==> src/rtl/awbg_pkg.sv <==
// Shared types and constants of the white-balance gain block.
// No dependencies.
package awbg_pkg;

	localparam int RATIO_W = 10;
	localparam int GAIN_W  = 16;
	localparam int RAW_W   = 20;
	localparam int LATENCY = 12;

	localparam logic [RATIO_W-1:0] UNITY_RAW  = 10'd1000;
	localparam logic [GAIN_W-1:0]  UNITY_GAIN = 16'h0400;
	localparam logic [GAIN_W-1:0]  GAIN_MAX   = 16'hFFFF;
	// A gain saturates when raw >= base * 0x40 (1024 * raw / base >= 65536).
	localparam int SAT_SHIFT = 6;

	localparam logic [1:0] REG_RG_TYPICAL = 2'd0;
	localparam logic [1:0] REG_BG_TYPICAL = 2'd1;

	typedef struct packed {
		logic [RATIO_W-1:0] rg_meas;
		logic [RATIO_W-1:0] bg_meas;
		logic               info_valid;
	} req_t;

	typedef struct packed {
		logic [GAIN_W-1:0] red_gain;
		logic [GAIN_W-1:0] green_gain;
		logic [GAIN_W-1:0] blue_gain;
		logic              red_apply;
		logic              green_apply;
		logic              blue_apply;
		logic              div_error;
	} res_t;

endpackage

==> src/rtl/awb_gain_from_ratio.sv <==
// Top level of the white-balance gain block: a fully pipelined datapath.
// Depends on awbg_pkg.
//
// The block takes one item per clock and never asserts busy. Each result
// is taken with the done strobe; its path runs through the two pipelined
// restoring dividers (five stages of four quotient bits for the raw gains,
// four stages of four bits for the scaled gains) plus an entry stage, a
// base-selection stage and the output register. Results cannot be held off,
// so the pipeline never stalls. Configuration writes are always ready and
// take effect on the next item.
module awb_gain_from_ratio (
	input  logic                 clk,
	input  logic                 arst_n,
	input  logic                 start,
	output logic                 busy,
	input  awbg_pkg::req_t       req,
	output logic                 done,
	output awbg_pkg::res_t       res,
	input  logic                 cfg_valid,
	output logic                 cfg_ready,
	input  logic [1:0]           cfg_index,
	input  logic [9:0]           cfg_data
);
	import awbg_pkg::*;

	typedef struct packed {
		logic [RATIO_W-1:0] r_div;
		logic [RATIO_W-1:0] b_div;
		logic [RATIO_W-1:0] r_rem;
		logic [RATIO_W-1:0] b_rem;
		logic [RAW_W-1:0]   r_wq;
		logic [RAW_W-1:0]   b_wq;
		logic               info;
		logic               err;
	} d1_t;

	typedef struct packed {
		logic [RATIO_W-1:0] base;
		logic [RATIO_W-1:0] r_rem;
		logic [RATIO_W-1:0] g_rem;
		logic [RATIO_W-1:0] b_rem;
		logic [GAIN_W-1:0]  r_wq;
		logic [GAIN_W-1:0]  g_wq;
		logic [GAIN_W-1:0]  b_wq;
		logic               r_sat;
		logic               g_sat;
		logic               b_sat;
		logic               info;
		logic               err;
	} d2_t;

	// One restoring step: returns the new remainder and the quotient bit.
	function automatic logic [RATIO_W:0] div_bit(logic [RATIO_W-1:0] rem, logic nb,
			logic [RATIO_W-1:0] d);
		logic [RATIO_W:0] t;
		logic [RATIO_W:0] diff;
		t    = {rem, nb};
		diff = t - {1'b0, d};
		if (t >= {1'b0, d}) begin
			div_bit = {diff[RATIO_W-1:0], 1'b1};
		end else begin
			div_bit = {t[RATIO_W-1:0], 1'b0};
		end
	endfunction

	function automatic d1_t step_d1(d1_t a);
		d1_t o;
		logic [RATIO_W:0] r;
		o = a;
		for (int i = 0; i < 4; i++) begin
			r       = div_bit(o.r_rem, o.r_wq[RAW_W-1], o.r_div);
			o.r_rem = r[RATIO_W:1];
			o.r_wq  = {o.r_wq[RAW_W-2:0], r[0]};
			r       = div_bit(o.b_rem, o.b_wq[RAW_W-1], o.b_div);
			o.b_rem = r[RATIO_W:1];
			o.b_wq  = {o.b_wq[RAW_W-2:0], r[0]};
		end
		step_d1 = o;
	endfunction

	function automatic d2_t step_d2(d2_t a);
		d2_t o;
		logic [RATIO_W:0] r;
		o = a;
		for (int i = 0; i < 4; i++) begin
			r       = div_bit(o.r_rem, o.r_wq[GAIN_W-1], o.base);
			o.r_rem = r[RATIO_W:1];
			o.r_wq  = {o.r_wq[GAIN_W-2:0], r[0]};
			r       = div_bit(o.g_rem, o.g_wq[GAIN_W-1], o.base);
			o.g_rem = r[RATIO_W:1];
			o.g_wq  = {o.g_wq[GAIN_W-2:0], r[0]};
			r       = div_bit(o.b_rem, o.b_wq[GAIN_W-1], o.base);
			o.b_rem = r[RATIO_W:1];
			o.b_wq  = {o.b_wq[GAIN_W-2:0], r[0]};
		end
		step_d2 = o;
	endfunction

	logic [RATIO_W-1:0] rg_typical_q;
	logic [RATIO_W-1:0] bg_typical_q;
	logic [11:1]        vld_s;
	d1_t                d1_s [1:6];
	d2_t                d2_s [7:11];
	d1_t                d1_in;
	d2_t                d2_in;
	res_t               res_nxt;
	logic               accept;

	logic [RAW_W-1:0]   r_raw;
	logic [RAW_W-1:0]   b_raw;
	logic [RAW_W-1:0]   raw_min;
	logic [RATIO_W-1:0] base;
	logic [RAW_W-1:0]   base_sh;

	assign busy      = 1'b0;
	assign cfg_ready = 1'b1;
	assign accept    = start && !busy;

	always_ff @(posedge clk or negedge arst_n) begin
		if (!arst_n) begin
			rg_typical_q <= '0;
			bg_typical_q <= '0;
		end else if (cfg_valid && cfg_ready) begin
			if (cfg_index == REG_RG_TYPICAL) rg_typical_q <= cfg_data;
			if (cfg_index == REG_BG_TYPICAL) bg_typical_q <= cfg_data;
		end
	end

	always_comb begin
		d1_in.r_div = req.rg_meas;
		d1_in.b_div = req.bg_meas;
		d1_in.r_rem = '0;
		d1_in.b_rem = '0;
		d1_in.r_wq  = RAW_W'(rg_typical_q) * RAW_W'(UNITY_RAW);
		d1_in.b_wq  = RAW_W'(bg_typical_q) * RAW_W'(UNITY_RAW);
		d1_in.info  = req.info_valid;
		d1_in.err   = (req.rg_meas == '0) || (req.bg_meas == '0);
	end

	// Base selection and setup of the scaling division. The base never
	// exceeds 1000, so it fits the ratio width.
	always_comb begin
		r_raw   = d1_s[6].r_wq;
		b_raw   = d1_s[6].b_wq;
		raw_min = (r_raw < b_raw) ? r_raw : b_raw;
		if (r_raw < RAW_W'(UNITY_RAW) || b_raw < RAW_W'(UNITY_RAW)) begin
			base = raw_min[RATIO_W-1:0];
		end else begin
			base = UNITY_RAW;
		end
		base_sh     = RAW_W'(base) << SAT_SHIFT;
		d2_in.base  = base;
		d2_in.r_sat = r_raw >= base_sh;
		d2_in.b_sat = b_raw >= base_sh;
		d2_in.g_sat = RAW_W'(UNITY_RAW) >= base_sh;
		// Without saturation raw >> 6 is below base, so it seeds the remainder.
		d2_in.r_rem = r_raw[SAT_SHIFT+RATIO_W-1:SAT_SHIFT];
		d2_in.b_rem = b_raw[SAT_SHIFT+RATIO_W-1:SAT_SHIFT];
		d2_in.g_rem = UNITY_RAW >> SAT_SHIFT;
		d2_in.r_wq  = {r_raw[SAT_SHIFT-1:0], (GAIN_W-SAT_SHIFT)'(0)};
		d2_in.b_wq  = {b_raw[SAT_SHIFT-1:0], (GAIN_W-SAT_SHIFT)'(0)};
		d2_in.g_wq  = {UNITY_RAW[SAT_SHIFT-1:0], (GAIN_W-SAT_SHIFT)'(0)};
		d2_in.info  = d1_s[6].info;
		d2_in.err   = d1_s[6].err || (base == '0);
	end

	always_comb begin
		d2_t f;
		f = d2_s[11];
		res_nxt.red_gain   = f.err ? '0 : (f.r_sat ? GAIN_MAX : f.r_wq);
		res_nxt.green_gain = f.err ? '0 : (f.g_sat ? GAIN_MAX : f.g_wq);
		res_nxt.blue_gain  = f.err ? '0 : (f.b_sat ? GAIN_MAX : f.b_wq);
		res_nxt.red_apply   = f.info && !f.err && (res_nxt.red_gain > UNITY_GAIN);
		res_nxt.green_apply = f.info && !f.err && (res_nxt.green_gain > UNITY_GAIN);
		res_nxt.blue_apply  = f.info && !f.err && (res_nxt.blue_gain > UNITY_GAIN);
		res_nxt.div_error   = f.err;
	end

	always_ff @(posedge clk or negedge arst_n) begin
		if (!arst_n) begin
			vld_s <= '0;
			done  <= 1'b0;
		end else begin
			vld_s <= {vld_s[10:1], accept};
			done  <= vld_s[11];
		end
	end

	always_ff @(posedge clk) begin
		d1_s[1] <= d1_in;
		for (int k = 2; k <= 6; k++) begin
			d1_s[k] <= step_d1(d1_s[k-1]);
		end
		d2_s[7] <= d2_in;
		for (int k = 8; k <= 11; k++) begin
			d2_s[k] <= step_d2(d2_s[k-1]);
		end
		res <= res_nxt;
	end

endmodule

==> config.mk <==
export PLATFORM = sky130hd
export DESIGN_NAME = awb_gain_from_ratio
export DESIGN_NICKNAME = d
export VERILOG_FILES = /design/src/rtl/awbg_pkg.sv /design/src/rtl/awb_gain_from_ratio.sv
export SDC_FILE = /design/constraint.sdc
export NUM_CORES = 2
export LEC_CHECK = 0
export BUFFER_PORTS_ARGS = -buffer_cell sky130_fd_sc_hd__buf_2
export CELL_PAD_IN_SITES_DETAIL_PLACEMENT = 0
export CELL_PAD_IN_SITES_GLOBAL_PLACEMENT = 1
export CORE_ASPECT_RATIO = 0.7
export CORE_MARGIN = 2
export CORE_UTILIZATION = 51
export DETAILED_ROUTE_END_ITERATION = 10
export PLACE_DENSITY = 0.82
export SYNTH_ARGS = -nofsm -noshare
export SYNTH_HDL_FRONTEND = slang
export SYNTH_SLANG_ARGS = --single-unit
==> constraint.sdc <==
create_clock -name clk -period 12.4 [get_ports clk]
set_clock_uncertainty 0.2 [all_clocks]
set_input_delay 1.86 -clock clk [delete_from_list [all_inputs] [get_ports clk]]
set_output_delay 1.86 -clock clk [all_outputs]
set_load 0.05 [all_outputs]
==> metrics.yaml <==
global_routing:
  antenna_found_initial: 6
  grt_max_degree: 51
  overflow: 0
  grt_usage: 0.255
  grt_pass1_wl_microns: 269000
  grt_pass1_vias: 50200
worst_setup_path:
  cpPeakStageDelay_ps: 670
  reg2reg_slack_ps: 1380
  cp-start-kind: "flop"
  critPathMaxFanout: 15
  worst_setup_path_endpoint: "d2_s[10][54]"
  reg2reg_depth: 38
  startpoint: "d2_s[9][84]"
  required_ps: 12750
  cp_data_arrival_time_ps: 11370
  slowest_stage: "nor2_1"
  end_kind: "flop"
  r2r-end: "d2_s[10][54]"
  worstReg2RegStart: "d2_s[9][84]"
  worstSetupPathType: "reg2reg"
drt:
  ant_nets: 0
  route.detailed.drc: 0
  via_per_inst: 5.78
  dr_total_vias: 52300
  highest_layer: "met5"
  wl_met1_microns: 85500
  routed_wirelength_microns: 166000
  met2_length_microns: 66900
  drt_iter0_markers: 3751
  wl_per_cell_microns: 18.3
  dr.pass1.iters: 6
  wl_met3_microns: 9620
sta:
  period_share: 0.889
  worst_pin_slew_ps: 1220
  report.final.slew_viol_count: 0
  setup_viol: 0
  period_needed_ps: 11020
  relSlewSlack: 0.184
  fmaxAchievable_mhz: 90.8
  setup_tns_ps: 0
  rsz0062_at_grt: "false"
  hold_viol: 0
cells_and_area:
  n_fill_cell: 11200
  nets: 8443
  final_common_cell: "ha_1"
  multiInputGateArea_sq_um: 45800
  final_cell_mix: "ha_1, dfxtp_1, nor2_1"
  seq_area_sq_um: 16100
  syn_to_final_growth_pct: 8.04
  layout-drive-gt1-share: 0.103
synthesis:
  mappedNetlistArea_sq_um: 64300
  synth_warnings: 0
  synth_edf_count: 0
  ys_seq_area_frac: 0.251
  ys_async_sr_fraction: 0.0402
  synth_seq_cells: 797
  synth_area_per_cell_sq_um: 8.89
  synth_flop_cell: "dfxtp_1"
  yosysTopAreaCellShare: 0.238
  yosys.area.top_type: "dfxtp_1"
  synthTopCellsByArea: "dfxtp_1, ha_1, mux2_2"
  syn_inst: 7237
  ys_types: 103
placement:
  io_buffers: 89
  hpwl_microns: 130000
  gp_congestion: 0.915
clock_network:
  clockRootBuffer: "clkbuf_16"
  cts_hold_buf: 0
  numCtsBuffers: 81
  cts.sinks: 797
  clockBufferDepth: 3
  cts_tree: "done"
  postCtsSetupBuffers: 0
  cts_resized: 0
  worstSkewPairLatency_ps: 680
  htree_levels: 3
  path_clk_slew_ps: 70
die:
  die_area_sq_um: 129000
  num_rows: 108
  die_h_microns: 301
  die_x_microns: 428
  start_util: 0.517
  coreArea_sq_um: 124000
  pin_count: 92
job:
  drv_cap: 0
run_status:
  status: "finished clean"
worst_hold_path:
  hold_class: "reg2reg"
-- sequential cells by signal (all words and copies together), names as in the netlist --
| signal | count |
|---|---|
| res | 52 |
| done | 1 |
| d2_s | 311 |
| vld_s | 11 |
| bg_typical_q | 10 |
| d1_s | 402 |
| rg_typical_q | 10 |
-- worst min-delay path by stage --
stage            startpoint            to  cells after the start
5_1_grt         d2_s[10][7]  d2_s[11][11]                      0
3_3_place_gp   d1_s[0][423]  d1_s[0][509]                      0
4_1_cts         d2_s[10][7]  d2_s[11][11]                      0
3_5_place_dp    d1_s[0][91]  d1_s[0][177]                      0
6_report        d2_s[10][7]  d2_s[11][11]                      0
2_1_floorplan   d1_s[0][82]  d1_s[0][164]                      0
-- cell families after synthesis --
family / count (synthesis) / share of synthesized area
AO/OA/AOI/OAI: 1832 / 0.186
XOR/XNOR: 566 / 0.0771
adder cells (fa/ha/maj): 1062 / 0.220
buffers and inverters: 624 / 0.0375
flip-flops: 797 / 0.251
multiplexers: 490 / 0.0842
other: 2 / 0.000117
AND/OR/NAND/NOR: 1864 / 0.144
-- critical path, delay by kind of cell (launching register included) --
kind                     cells  cell delay [ps]
AO/OA/AOI/OAI               21             4780
flip-flops                   1              530
buffers and inverters        3              580
adder cells (fa/ha/maj)      4             1470
AND/OR/NAND/NOR             10             3330
-- synth_stat cells (all sizes together), types with 127 or more instances --
cell type	count
o21a	146
a21oi	482
mux2	393
xor2	167
nand2	315
o21ai	393
ha	946
xnor2	399
nor2b	182
nand4	127
nor2	598
inv	505
nor3	152
dfxtp	765
a21o	255
-- routing by layer --
metal,track usage,vias up
li1,-,26400
met1,0.385,24400
met2,0.375,1345
met3,0.0383,196
met4,0.0623,2
met5,0,-
-- layout make-up --
| type | count | area share |
|---|---|---|
| Multi-Input combinational cell | 5817 | 0.659 |
| Inverter | 507 | 0.0274 |
| Clock buffer | 101 | 0.0326 |
| Antenna cell | 3 | 0.000108 |
| Sequential cell | 797 | 0.232 |
| Timing Repair Buffer | 140 | 0.0119 |
| Clock inverter | 44 | 0.00681 |
| Tap cell | 1650 | 0.0297 |
-- per-stage QoR --
| step | setup WS [ps] | hold WS, ps | area (sq um) | utilization | cells |
|---|---|---|---|---|---|
| floorplan | 2640 | 110 | 64300 | - | 7238 |
| global placement | 1720 | 110 | 66700 | 0.536 | 8911 |
| detailed placement | 1540 | 112 | 66700 | 0.536 | 8911 |
| CTS | 1470 | 102 | 69500 | 0.558 | 9056 |
| global route | 524 | 101 | 69500 | 0.558 | 9056 |
| finish | 1380 | 109 | 69500 | 0.558 | 9059 |
Power is not shown: default switching activity piles up to over one toggle a cycle in this logic, so the estimate is an artifact.
